$ cat config.mk
export PLATFORM = sky130hd
export DESIGN_NAME = bit_pattern_nearness_score_core
export DESIGN_NICKNAME = d
export VERILOG_FILES = /design/src/rtl/bpns_pkg.sv /design/src/rtl/bit_pattern_nearness_score_core.sv /design/src/rtl/bpns_div.sv /design/src/rtl/bpns_ctrl.sv /design/src/rtl/bpns_dp.sv
export SDC_FILE = /design/constraint.sdc
export NUM_CORES = 2
export LEC_CHECK = 0
export BUFFER_PORTS_ARGS = -buffer_cell sky130_fd_sc_hd__clkbuf_2
export CORE_ASPECT_RATIO = 2
export CORE_MARGIN = 2
export CORE_UTILIZATION = 30
export DETAILED_ROUTE_END_ITERATION = 16
export PLACE_DENSITY = 0.52
export SYNTH_ARGS = -nofsm -noshare
export SYNTH_HDL_FRONTEND = slang
export SYNTH_SLANG_ARGS = --single-unit
$ cat constraint.sdc
create_clock -name i_clk -period 14.3 [get_ports i_clk]
set_clock_uncertainty 0.2 [all_clocks]
set_input_delay 4.29 -clock i_clk [delete_from_list [all_inputs] [get_ports i_clk]]
set_output_delay 4.29 -clock i_clk [all_outputs]
set_load 0.005 [all_outputs]
$ cat src/rtl/bpns_pkg.sv
package bpns_pkg;

    localparam int SEG_BITS    = 64;
    localparam int FRAC_BITS   = 20;
    localparam int CHUNK_BITS  = 16;
    localparam int NUM_CHUNKS  = SEG_BITS / CHUNK_BITS;
    localparam int CHUNK_IDX_W = $clog2(NUM_CHUNKS);
    localparam int LEN_W       = 7;
    localparam int POS_W       = 4;
    localparam int POP_W       = 7;
    localparam int CPOP_W      = $clog2(CHUNK_BITS + 1);
    localparam int TENTHS_W    = 11;
    localparam int NUM_W       = 30;
    localparam int DEN_W       = 14;
    localparam int DIV_CNT_W   = $clog2(NUM_W);
    localparam int SEG_W       = 18;
    localparam int TOTAL_W     = 21;
    localparam int SUM_W       = 23;

    localparam int WDIV_HEAVY   = 10;
    localparam int WDIV_LIGHT   = 20;
    localparam int TENTHS_SCALE = 10;

    localparam logic [POS_W-1:0] SPLIT_RESET = POS_W'(6);

    typedef enum logic [2:0] {
        S_IDLE,
        S_CLASS,
        S_SCAN,
        S_SETUP,
        S_DIV,
        S_DONE
    } t_state;

    typedef struct packed {
        logic load;
        logic classify;
        logic scan;
        logic div_start;
        logic finish;
    } t_cmd;

    typedef struct packed {
        logic scan_last;
        logic div_done;
        logic out_free;
    } t_status;

    function automatic logic [CPOP_W-1:0] popcnt(input logic [CHUNK_BITS-1:0] v);
        logic [CPOP_W-1:0] n;
        n = '0;
        for (int i = 0; i < CHUNK_BITS; i++) begin
            n = n + CPOP_W'(v[i]);
        end
        return n;
    endfunction

endpackage

$ cat src/rtl/bit_pattern_nearness_score_core.sv
// Scores one pair of bit-pattern hash segments per transaction and keeps a
// running total over the segments of one hash pair.
// Input channel: i_in_valid / o_in_stall with bits_a, bits_b, segment_length,
// segment_position and last_segment. A transaction completes on a rising
// edge with i_in_valid high and o_in_stall low.
// Output channel: o_out_valid / i_out_stall with segment_score (signed, 20
// fraction bits), total_score (clamped at zero) and is_final. One result
// per input transaction, in order.
// Config channel: i_cfg_valid / o_cfg_ready writes the 4-bit weight split
// position; o_cfg_ready is always high. Write it only while idle.
// Steps: classify, scan the four 16-bit slices, set up, run the radix-2
// divider (30 quotient bits, one per cycle) and write out; write-out
// waits until the output register is free.
// Segments are taken one at a time: the input stalls until a result is written.
// A new transaction is taken while a result still waits in the output
// register; if the receiver stalls, the next result holds inside the block
// until the output register frees.
// Reset (synchronous, active low): running total cleared, split set to 6,
// no output pending.
module bit_pattern_nearness_score_core
    import bpns_pkg::*;
(
    input  logic                    i_clk,
    input  logic                    i_rst_n,
    input  logic                    i_cfg_valid,
    output logic                    o_cfg_ready,
    input  logic [POS_W-1:0]        i_cfg_data,
    input  logic                    i_in_valid,
    output logic                    o_in_stall,
    input  logic [SEG_BITS-1:0]     i_bits_a,
    input  logic [SEG_BITS-1:0]     i_bits_b,
    input  logic [LEN_W-1:0]        i_segment_length,
    input  logic [POS_W-1:0]        i_segment_position,
    input  logic                    i_last_segment,
    output logic                    o_out_valid,
    input  logic                    i_out_stall,
    output logic signed [SEG_W-1:0] o_segment_score,
    output logic [TOTAL_W-1:0]      o_total_score,
    output logic                    o_is_final
);

    t_cmd    s_cmd;
    t_status s_status;

    assign o_cfg_ready = 1'b1;

    bpns_ctrl u_ctrl (
        .i_clk      (i_clk),
        .i_rst_n    (i_rst_n),
        .i_in_valid (i_in_valid),
        .o_in_stall (o_in_stall),
        .i_status   (s_status),
        .o_cmd      (s_cmd)
    );

    bpns_dp u_dp (
        .i_clk              (i_clk),
        .i_rst_n            (i_rst_n),
        .i_cmd              (s_cmd),
        .o_status           (s_status),
        .i_cfg_we           (i_cfg_valid && o_cfg_ready),
        .i_cfg_data         (i_cfg_data),
        .i_bits_a           (i_bits_a),
        .i_bits_b           (i_bits_b),
        .i_segment_length   (i_segment_length),
        .i_segment_position (i_segment_position),
        .i_last_segment     (i_last_segment),
        .o_out_valid        (o_out_valid),
        .i_out_stall        (i_out_stall),
        .o_segment_score    (o_segment_score),
        .o_total_score      (o_total_score),
        .o_is_final         (o_is_final)
    );

`ifndef ASSERT_OFF
    a_accept_then_busy: assert property (@(posedge i_clk) disable iff (!i_rst_n)
        (i_in_valid && !o_in_stall) |=> o_in_stall)
        else $error("input taken while a segment is in progress");

    a_finish_slot_free: assert property (@(posedge i_clk) disable iff (!i_rst_n)
        s_cmd.finish |-> (!o_out_valid || !i_out_stall))
        else $error("result written over a pending output");

    a_start_clears_done: assert property (@(posedge i_clk) disable iff (!i_rst_n)
        s_cmd.div_start |=> !s_status.div_done)
        else $error("divider done flag not cleared on start");
`endif

endmodule

$ cat src/rtl/bpns_div.sv
module bpns_div
    import bpns_pkg::*;
(
    input  logic             i_clk,
    input  logic             i_rst_n,
    input  logic             i_start,
    input  logic [NUM_W-1:0] i_num,
    input  logic [DEN_W-1:0] i_den,
    output logic [NUM_W-1:0] o_quo,
    output logic             o_done
);

    logic                 r_busy;
    logic                 r_done;
    logic [DIV_CNT_W-1:0] r_cnt;
    logic [NUM_W-1:0]     r_quo;
    logic [DEN_W-1:0]     r_rem;
    logic [DEN_W-1:0]     r_den;

    logic [DEN_W:0]       w_trial;
    logic                 w_ge;
    logic [DEN_W:0]       w_diff;

    // one restoring step per cycle
    always_comb begin
        w_trial = {r_rem, r_quo[NUM_W-1]};
        w_ge    = (w_trial >= {1'b0, r_den});
        w_diff  = w_trial - {1'b0, r_den};
    end

    always_ff @(posedge i_clk) begin
        if (!i_rst_n) begin
            r_busy <= 1'b0;
            r_done <= 1'b0;
            r_cnt  <= '0;
        end else if (i_start) begin
            r_busy <= 1'b1;
            r_done <= 1'b0;
            r_cnt  <= '0;
        end else if (r_busy) begin
            if (r_cnt == DIV_CNT_W'(NUM_W - 1)) begin
                r_busy <= 1'b0;
                r_done <= 1'b1;
            end else begin
                r_cnt <= r_cnt + 1'b1;
            end
        end
    end

    always_ff @(posedge i_clk) begin
        if (i_start) begin
            r_quo <= i_num;
            r_rem <= '0;
            r_den <= i_den;
        end else if (r_busy) begin
            r_quo <= {r_quo[NUM_W-2:0], w_ge};
            r_rem <= w_ge ? w_diff[DEN_W-1:0] : w_trial[DEN_W-1:0];
        end
    end

    assign o_quo  = r_quo;
    assign o_done = r_done;

endmodule

$ cat src/rtl/bpns_ctrl.sv
module bpns_ctrl
    import bpns_pkg::*;
(
    input  logic    i_clk,
    input  logic    i_rst_n,
    input  logic    i_in_valid,
    output logic    o_in_stall,
    input  t_status i_status,
    output t_cmd    o_cmd
);

    t_state r_state;
    t_state n_state;

    always_ff @(posedge i_clk) begin
        if (!i_rst_n) begin
            r_state <= S_IDLE;
        end else begin
            r_state <= n_state;
        end
    end

    always_comb begin
        n_state = r_state;
        case (r_state)
            S_IDLE: begin
                if (i_in_valid) begin
                    n_state = S_CLASS;
                end
            end
            S_CLASS: begin
                n_state = S_SCAN;
            end
            S_SCAN: begin
                if (i_status.scan_last) begin
                    n_state = S_SETUP;
                end
            end
            S_SETUP: begin
                n_state = S_DIV;
            end
            S_DIV: begin
                if (i_status.div_done) begin
                    n_state = S_DONE;
                end
            end
            S_DONE: begin
                if (i_status.out_free) begin
                    n_state = S_IDLE;
                end
            end
            default: begin
                n_state = S_IDLE;
            end
        endcase
    end

    always_comb begin
        o_cmd      = '0;
        o_in_stall = 1'b1;
        case (r_state)
            S_IDLE: begin
                o_in_stall = 1'b0;
                o_cmd.load = i_in_valid;
            end
            S_CLASS: begin
                o_cmd.classify = 1'b1;
            end
            S_SCAN: begin
                o_cmd.scan = 1'b1;
            end
            S_SETUP: begin
                o_cmd.div_start = 1'b1;
            end
            S_DIV: begin
                o_cmd = '0;
            end
            S_DONE: begin
                o_cmd.finish = i_status.out_free;
            end
            default: begin
                o_cmd = '0;
            end
        endcase
    end

endmodule

$ cat src/rtl/bpns_dp.sv
module bpns_dp
    import bpns_pkg::*;
(
    input  logic                    i_clk,
    input  logic                    i_rst_n,
    input  t_cmd                    i_cmd,
    output t_status                 o_status,
    input  logic                    i_cfg_we,
    input  logic [POS_W-1:0]        i_cfg_data,
    input  logic [SEG_BITS-1:0]     i_bits_a,
    input  logic [SEG_BITS-1:0]     i_bits_b,
    input  logic [LEN_W-1:0]        i_segment_length,
    input  logic [POS_W-1:0]        i_segment_position,
    input  logic                    i_last_segment,
    output logic                    o_out_valid,
    input  logic                    i_out_stall,
    output logic signed [SEG_W-1:0] o_segment_score,
    output logic [TOTAL_W-1:0]      o_total_score,
    output logic                    o_is_final
);

    logic [POS_W-1:0]            r_split;
    logic [SEG_BITS-1:0]         r_a;
    logic [SEG_BITS-1:0]         r_b;
    logic                        r_heavy;
    logic                        r_last;
    logic [SEG_BITS-1:0]         r_h0;
    logic [SEG_BITS-1:0]         r_h1;
    logic [SEG_BITS-1:0]         r_h2;
    logic [SEG_BITS-1:0]         r_h4;
    logic [SEG_BITS-1:0]         r_hb;
    logic                        r_eq;
    logic [CHUNK_IDX_W-1:0]      r_chunk;
    logic [POP_W-1:0]            r_pa;
    logic [POP_W-1:0]            r_pb;
    logic [TENTHS_W-1:0]         r_tenths;
    logic                        r_neg;
    logic signed [SUM_W-1:0]     r_sum;
    logic                        r_out_valid;
    logic [SEG_W-1:0]            r_seg_out;
    logic [TOTAL_W-1:0]          r_total_out;
    logic                        r_final_out;

    logic [SEG_BITS-1:0]         w_mask;
    logic [SEG_BITS-1:0]         w_nb1;
    logic [SEG_BITS-1:0]         w_nb23;
    logic [CPOP_W-1:0]           w_c0;
    logic [CPOP_W-1:0]           w_c1;
    logic [CPOP_W-1:0]           w_c2;
    logic [CPOP_W-1:0]           w_c4;
    logic [CPOP_W-1:0]           w_cb;
    logic [TENTHS_W-1:0]         w_ct;
    logic [POP_W-1:0]            w_m;
    logic [POP_W:0]              w_s;
    logic [TENTHS_W-1:0]         w_mag;
    logic [NUM_W-1:0]            w_num;
    logic [DEN_W-1:0]            w_den;
    logic                        w_neg;
    logic [NUM_W-1:0]            w_quo;
    logic                        w_div_done;
    logic [SEG_W-1:0]            w_q;
    logic [SEG_W-1:0]            w_seg;
    logic [SUM_W:0]              w_sum_ext;
    logic [SUM_W-1:0]            w_sat;
    logic [TOTAL_W-1:0]          w_total;

    always_ff @(posedge i_clk) begin
        if (!i_rst_n) begin
            r_split <= SPLIT_RESET;
        end else if (i_cfg_we) begin
            r_split <= i_cfg_data;
        end
    end

    always_comb begin
        for (int i = 0; i < SEG_BITS; i++) begin
            w_mask[i] = (i_segment_length > LEN_W'(i));
        end
    end

    always_ff @(posedge i_clk) begin
        if (i_cmd.load) begin
            r_a     <= i_bits_a & w_mask;
            r_b     <= i_bits_b & w_mask;
            r_heavy <= (i_segment_position < r_split);
            r_last  <= i_last_segment;
        end
    end

    // distance classes of each set bit of a against b
    always_comb begin
        w_nb1  = (r_b << 1) | (r_b >> 1);
        w_nb23 = (r_b << 2) | (r_b >> 2) | (r_b << 3) | (r_b >> 3);
    end

    always_comb begin
        w_c0 = popcnt(r_h0[CHUNK_BITS-1:0]);
        w_c1 = popcnt(r_h1[CHUNK_BITS-1:0]);
        w_c2 = popcnt(r_h2[CHUNK_BITS-1:0]);
        w_c4 = popcnt(r_h4[CHUNK_BITS-1:0]);
        w_cb = popcnt(r_hb[CHUNK_BITS-1:0]);
        w_ct = TENTHS_W'(w_c0) * TENTHS_W'(10) + TENTHS_W'(w_c1)
             - TENTHS_W'(w_c2) * TENTHS_W'(2) - TENTHS_W'(w_c4) * TENTHS_W'(5);
    end

    always_ff @(posedge i_clk) begin
        if (i_cmd.classify) begin
            r_h0     <= r_a & r_b;
            r_h1     <= r_a & ~r_b & w_nb1;
            r_h2     <= r_a & ~r_b & ~w_nb1 & w_nb23;
            r_h4     <= r_a & ~(r_b | w_nb1 | w_nb23);
            r_hb     <= r_b;
            r_eq     <= (r_a == r_b);
            r_pa     <= '0;
            r_pb     <= '0;
            r_tenths <= '0;
        end else if (i_cmd.scan) begin
            r_h0     <= r_h0 >> CHUNK_BITS;
            r_h1     <= r_h1 >> CHUNK_BITS;
            r_h2     <= r_h2 >> CHUNK_BITS;
            r_h4     <= r_h4 >> CHUNK_BITS;
            r_hb     <= r_hb >> CHUNK_BITS;
            r_pa     <= r_pa + POP_W'(w_c0) + POP_W'(w_c1) + POP_W'(w_c2) + POP_W'(w_c4);
            r_pb     <= r_pb + POP_W'(w_cb);
            r_tenths <= r_tenths + w_ct;
        end
    end

    always_ff @(posedge i_clk) begin
        if (!i_rst_n) begin
            r_chunk <= '0;
        end else if (i_cmd.classify) begin
            r_chunk <= '0;
        end else if (i_cmd.scan) begin
            r_chunk <= r_chunk + 1'b1;
        end
    end

    // divider operands
    always_comb begin
        w_m   = (r_pa > r_pb) ? r_pa : r_pb;
        w_s   = {1'b0, r_pa} + {1'b0, r_pb} + 1'b1;
        w_mag = r_tenths[TENTHS_W-1] ? (~r_tenths + 1'b1) : r_tenths;
        w_neg = 1'b0;
        if (r_eq) begin
            w_num = NUM_W'(1) << FRAC_BITS;
            w_den = r_heavy ? DEN_W'(WDIV_HEAVY) : DEN_W'(WDIV_LIGHT);
        end else if (r_pa == '0 || r_pb == '0) begin
            w_num = NUM_W'(1) << FRAC_BITS;
            w_den = DEN_W'(w_s) * (r_heavy ? DEN_W'(WDIV_HEAVY) : DEN_W'(WDIV_LIGHT));
        end else begin
            w_num = NUM_W'(w_mag) << FRAC_BITS;
            w_den = DEN_W'(w_m) * (r_heavy ? DEN_W'(WDIV_HEAVY * TENTHS_SCALE)
                                           : DEN_W'(WDIV_LIGHT * TENTHS_SCALE));
            w_neg = r_tenths[TENTHS_W-1];
        end
    end

    always_ff @(posedge i_clk) begin
        if (i_cmd.div_start) begin
            r_neg <= w_neg;
        end
    end

    bpns_div u_div (
        .i_clk   (i_clk),
        .i_rst_n (i_rst_n),
        .i_start (i_cmd.div_start),
        .i_num   (w_num),
        .i_den   (w_den),
        .o_quo   (w_quo),
        .o_done  (w_div_done)
    );

    // signed score, saturating running sum, clamped total
    always_comb begin
        w_q       = w_quo[SEG_W-1:0];
        w_seg     = r_neg ? (~w_q + 1'b1) : w_q;
        w_sum_ext = {r_sum[SUM_W-1], r_sum}
                  + {{(SUM_W + 1 - SEG_W){w_seg[SEG_W-1]}}, w_seg};
        if (w_sum_ext[SUM_W] != w_sum_ext[SUM_W-1]) begin
            w_sat = w_sum_ext[SUM_W] ? {1'b1, {(SUM_W-1){1'b0}}}
                                     : {1'b0, {(SUM_W-1){1'b1}}};
        end else begin
            w_sat = w_sum_ext[SUM_W-1:0];
        end
        if (w_sat[SUM_W-1]) begin
            w_total = '0;
        end else if (|w_sat[SUM_W-2:TOTAL_W]) begin
            w_total = '1;
        end else begin
            w_total = w_sat[TOTAL_W-1:0];
        end
    end

    always_ff @(posedge i_clk) begin
        if (!i_rst_n) begin
            r_sum       <= '0;
            r_out_valid <= 1'b0;
        end else if (i_cmd.finish) begin
            r_sum       <= r_last ? '0 : $signed(w_sat);
            r_out_valid <= 1'b1;
        end else if (r_out_valid && !i_out_stall) begin
            r_out_valid <= 1'b0;
        end
    end

    always_ff @(posedge i_clk) begin
        if (i_cmd.finish) begin
            r_seg_out   <= w_seg;
            r_total_out <= w_total;
            r_final_out <= r_last;
        end
    end

    always_comb begin
        o_status.scan_last = (r_chunk == CHUNK_IDX_W'(NUM_CHUNKS - 1));
        o_status.div_done  = w_div_done;
        o_status.out_free  = !r_out_valid || !i_out_stall;
    end

    assign o_out_valid     = r_out_valid;
    assign o_segment_score = $signed(r_seg_out);
    assign o_total_score   = r_total_out;
    assign o_is_final      = r_final_out;

endmodule

Word level (Yosys, flattened, before mapping)
Index checks and enable logic that the tools add are counted.
{ "op_classes": {"add_sub_neg": 92, "n_mul": 4, "n_lt_le_gt_ge": 67, "n_eq_ne": 13, "mux": 42, "bitwise_logic": 21, "reduce_logical": 17} }
{ "ops": {"columns": ["op", "n"], "rows": [
  ["$mux 64", 10],
  ["$and 64x64->64", 8],
  ["$add 5x1->5", 70],
  ["$gt 7x6->1 const B", 32],
  ["$not 64->64", 3],
  ["$or 64x64->64", 3],
  ["$mux 30", 4],
  ["$gt 7x5->1 const B", 16],
  ["$mux 23", 3],
  ["$eq 64x64->1", 1],
  ["$or 64x61->64", 1],
  ["$or 64x62->64", 1],
  ["$or 64x63->64", 1],
  ["$gt 7x4->1 const B", 8],
  ["$mux 14", 3],
  ["$add 7x5->7", 5],
  ["$gt 7x3->1 const B", 4],
  ["$add 23x18->24", 1],
  ["$mux 21", 1],
  ["$add 18x1->18 const B", 1],
  ["$mux 18", 1],
  ["$not 18->18", 1],
  ["$pmux 3 s6", 1],
  ["$mul 5x3->8 const B", 2],
  ["other kinds (43)", 75]
]} }
{ "totals": {"register_bits": 615, "inputBits": 149, "out_inout_bits": 43, "word_cells": 284} }

Logic depth before layout (Yosys ltp)
{ "logic_depth": {"depth_word": 20, "depth_mapped": 32} }

Modules after synthesis
Synthesis repeated with hierarchy kept, for this count alone.
{ "hier_totals": {"cells_unflattened": 3434, "hier_area_um2": 37423.4} }
{ "modules_own_cells": {"columns": ["mod", "instances", "cells_per_inst", "area_each_um2", "seq_area_each_um2"], "rows": [
  ["bpns_dp", 1, 3108, 33766.1, 15875.2],
  ["bpns_div", 1, 300, 3453.3, 1741.7],
  ["bpns_ctrl", 1, 24, 192.7, 60.1],
  ["bit_pattern_nearness_score_core", 1, 2, 11.3, 0.0]
]} }

Least setup slack after synthesis
OpenSTA, ideal clock, no wires.
{ "synth_timing": {"path_kind": "register -> register", "from": "register u_ctrl.r_state[1]", "to": "register u_dp.r_tenths[4]", "arrival_time_ns": 10.958, "path_slack_ns": 2.586, "stages_incl_launch_ff": 10, "path_buffers": 3, "path_cell_list": "dfxtp_1 > clkbuf_1 > nor2_1 > nand2_1 > clkbuf_1 > inv_1 > nor2_1 > inv_1 > clkbuf_1 > o32ai_1"} }
{ "synth_between": {"elab_chain_len": 2} }
{ "synth_rtl": {"columns": ["item", "line", "text"], "rows": [
  ["start: declaration", "bpns_ctrl.sv:12", "t_state r_state;"],
  ["start signal: assignment", "bpns_ctrl.sv:19", "r_state <= n_state;"],
  ["$eq 3x2->1 or $eq 3x1->1 (tied branches)", "bpns_ctrl.sv:61", "case (r_state)"],
  ["$mux 1", "bpns_ctrl.sv:61", null],
  ["end signal: assignment", "bpns_dp.sv:125", "r_tenths <= r_tenths + w_ct;"],
  ["end: declaration", "bpns_dp.sv:36", "logic [TENTHS_W-1:0] r_tenths;"]
]} }
Parallel ways exist; a longest one is shown, timed or not.
A chain may end at the register's enable or synchronous reset.

Final worst setup path
{ "layout_timing": {"from": "register u_dp.r_h0[0]", "to": "register u_dp.r_tenths[10]"} }
{ "layout_between": {"elab_chain_len": 20} }
{ "layout_rtl": {"columns": ["item", "line", "text"], "rows": [
  ["start: declaration", "bpns_dp.sv:27", "logic [SEG_BITS-1:0] r_h0;"],
  ["start signal: assignment", "bpns_dp.sv:108", "r_h0 <= r_a & r_b;"],
  ["start signal: assignment", "bpns_dp.sv:118", "r_h0 <= r_h0 >> CHUNK_BITS;"],
  ["$add 1x1->2", "bpns_pkg.sv:53", "n = n + CPOP_W'(v[i]);"],
  ["$add 5x1->5 (14 in a row)", "bpns_pkg.sv:53", null],
  ["$mul 5x3->8", "bpns_dp.sv:102", "w_ct = TENTHS_W'(w_c0) * TENTHS_W'(10) + TENTHS_W'(w_c1)"],
  ["$add 9x5->10", "bpns_dp.sv:102", null],
  ["$sub 11x6->11", "bpns_dp.sv:103", "- TENTHS_W'(w_c2) * TENTHS_W'(2) - TENTHS_W'(w_c4) * TENTHS_W'(5);"],
  ["$sub 11x8->11", "bpns_dp.sv:103", null],
  ["$add 11x11->11", "bpns_dp.sv:125", null]
]} }
No other way between the ends.

==> run summary <==
DR vias - 26199
Post-CTS Hold Buffers - 0
GRT Max-Usage Layer - met2
FF-to-FF path depth - 28
Vias in the first global route - 27404
R2R Setup Slk - 5.80 ns
M2 GR Usage - 38.7%
Synth cell types - 83
Req. time, crit path - 14.71 ns
Initial Util - 30.2%
Crit end category - flip-flop
Die X - 251 um
Hold Path Class - flip-flop to flip-flop
Share of Yosys cell area claimed by the top area cell type - 43.8%
IO Count - 192
Most used cell, CP - fa_1
Root buffer cell - clkbuf_16
Postcts setup bufs - 0
Worst-skew pair later-pin latency - 0.72 ns
Cells resized by post-CTS repair - 0
Residual DRC - 0
GRT Residual Overflow - 0
Synth warn - 0
Final setup fails - 0
Placed inst area - 39200 um^2
Post-synth EDFFs - 535
Top cells by area, synth - edfxtp_1, ha_1, fa_1
RSZ-0062 raised after global routing - no
Slew margin rel. - 24.2%
Synth async-reset ratio - 0%
Worst-path maximum fanout - 4
Setup Total Neg Slack - 0 ns
Synth Register Bits - 614
Avg Cell Area, Syn - 10.6 um^2
Crit path buf inv count - 5
Cells after Synth - 3455
I/O Buffers - 190
Sequential cell area fraction in the yosys report - 48.1%
Met3 Use GR - 2.05%
Fmax - 118 MHz
Delay-heaviest family, CP - adder cells
Cell with the largest stage delay on the worst path - fa_1
GRT Util Overall - 19.4%
Met1 Usage GRT - 15.7%
Worst path arrival time - 8.91 ns
Share of layout cells above drive strength 1 - 9.84%
DR iter-0 viols - 1718
Clock transition at path regs - 0.07 ns
Layout Nets - 4158
Setup Crit Path Kind - flip-flop to flip-flop
Reg-to-reg startpoint - u_dp.r_h0[0]
Site row count - 181
Total CTS buffers - 60
Antenna violations before repair - 1
WL final - 123000 um
CP max stage delay - 0.61 ns
Area leader, netlist - edfxtp_1
Fin. Hold Viols - 0
Via/cell ratio - 5.04
Status - finished clean
Die height - 498 um
Final Wtd Congestion - 0.965
CTS tree - built
H-Tree Depth - 2
Area grow syn2layout - 12.4%
Least-Margin Pin Slew - 1.12 ns
Final period util - 59.5%
Layout Utilization - 33.9%
Setup crit start kind - flip-flop
Minimum clock period - 8.50 ns
Slew Limit Fails - 0
Number of max-cap violations - 0
DP Wirelength - 99600 um
Cell Area, Synth - 36700 um^2
Core Footprint - 121000 um^2
Hold Path Sink - u_dp.r_chunk[1]
Clk sink count - 614
Drt pass-1 iters - 6
Die ar. - 125000 um^2
Post-DRT Antenna Nets - 0
Post-synth top flop - edfxtp_1
Clk buf depth - 3
Largest net degree at the start of global routing - 207
Global-route wire length before repair - 177000 um
R2r endpoint - u_dp.r_tenths[10]
Hold Crit Start - u_dp.r_chunk[1]
Post-route cell area - 41200 um^2
WHS Path Cells - 2
Drt wl/cell - 23.6 um
## stage by stage
step                      cells  setup slack (ns)  hold slack [ns]
after detailed placement   5085              5.76            0.253
final                      5196              5.80            0.260
after global placement     5085              5.83            0.247
after CTS                  5194              5.77            0.262
after global routing       5195              5.35            0.286
after floorplan            3463              2.59            0.227
## cells by family (layout without fill, tap and decap cells)
logic type | count (synthesis) | after routing | share of synthesized area (%)
XOR/XNOR | 113 | 113 | 2.74
AND/OR/NAND/NOR | 1071 | 1071 | 14.0
flip-flops | 614 | 614 | 48.1
buffers and inverters | 491 | 667 | 5.17
AO/OA/AOI/OAI | 714 | 714 | 12.7
adder cells (fa/ha/maj) | 417 | 417 | 16.3
other | 2 | 12 | 0.0205
multiplexers | 33 | 33 | 0.915
## flip-flops by register name, summed over array words and instances (netlist names), 2 cells and up
name and cells:
u_dp.r_a 64, u_dp.r_b 64, u_dp.r_h0 64, u_dp.r_h1 64, u_dp.r_h2 64, u_dp.r_h4 64, u_dp.r_hb 64, u_dp.u_div.o_quo 30
u_dp.r_sum 23, u_dp.o_total_score 21, u_dp.o_segment_score 18, u_dp.u_div.r_rem 14, u_dp.u_div.r_den 13, u_dp.r_tenths 11, u_dp.r_pa 7, u_dp.r_pb 7
u_dp.u_div.r_cnt 5, u_dp.r_split 4, u_ctrl.r_state 3, u_dp.r_chunk 2
## layout by cell type (no fill, tap or decap), types with 99 or more instances in the layout
master and n:
nand2_1 404, ha_1 316, nor2_1 233, nor2b_1 99
a21oi_1 158, o21ai_0 249, edfxtp_1 535, inv_1 337
fa_1 101, clkbuf_2 190
## tightest hold or removal path, stage by stage (launching register included)
cell and delay, ns:
dfxtp_1 0.31, nand2_1 0.05, a21oi_1 0.05
## worst max path at each step
stage	start	to	depth (start not counted)
6_report	u_dp.r_h0[0]	u_dp.r_tenths[10]	28
5_1_grt	u_dp.r_h0[0]	u_dp.r_tenths[10]	28
4_1_cts	u_dp.r_h0[0]	u_dp.r_tenths[10]	28
3_5_place_dp	u_dp.r_h0[0]	u_dp.r_tenths[10]	28
3_3_place_gp	u_dp.r_h0[0]	u_dp.r_tenths[10]	28
2_1_floorplan	u_ctrl.r_state[1]	u_dp.r_tenths[4]	9
## routing by layer
metal | wire, um | vias to the layer above | part of all wire, %
met5 | 0 | - | 0
met4 | 14800 | 0 | 12
met3 | 3560 | 364 | 2.9
met2 | 68800 | 737 | 56
met1 | 35700 | 12661 | 29
li1 | - | 12437 | -
## layout make-up
| type | instances | area, um^2 |
|---|---|---|
| fill | 12372 | 80200 |
| sequential | 614 | 17600 |
| multi-input combinational | 2358 | 17200 |
| tap | 1555 | 1950 |
| clock buffer | 73 | 1570 |
| inverter | 341 | 1290 |
| timing repair buffer | 217 | 1170 |
| clock inverter | 36 | 405 |
| antenna | 2 | 5.00 |
## Yosys cell counts (6+ instances only)
cell and n:
edfxtp_1 535, nand2_1 405, inv_1 339, ha_1 316, o21ai_0 249, nor2_1 234, a21oi_1 158, clkbuf_1 123
fa_1 101, nor2b_1 99, xnor2_1 82, and2_1 80, dfxtp_1 79, a32o_1 72, nand4_1 41, a21o_1 40
nand3_1 34, and3_1 32, mux2i_1 32, xor2_1 30, nor4_1 27, nor3_1 25, o21a_1 22, a31oi_1 21
o21bai_1 21, nand2b_1 19, and4_1 16, buf_1 15, a211oi_1 14, or2_2 14, a2111oi_0 12, o31ai_1 11
a211o_1 10, a21oi_2 10, o211ai_1 10, or3_1 10, a21boi_0 9, nor3b_1 8, o22ai_1 8, o41ai_1 7
a221o_1 6, or4_1 6
Power is left out: the tool's default activity adds up to more than one toggle a clock period on the data nets, which glitch-free logic cannot reach.
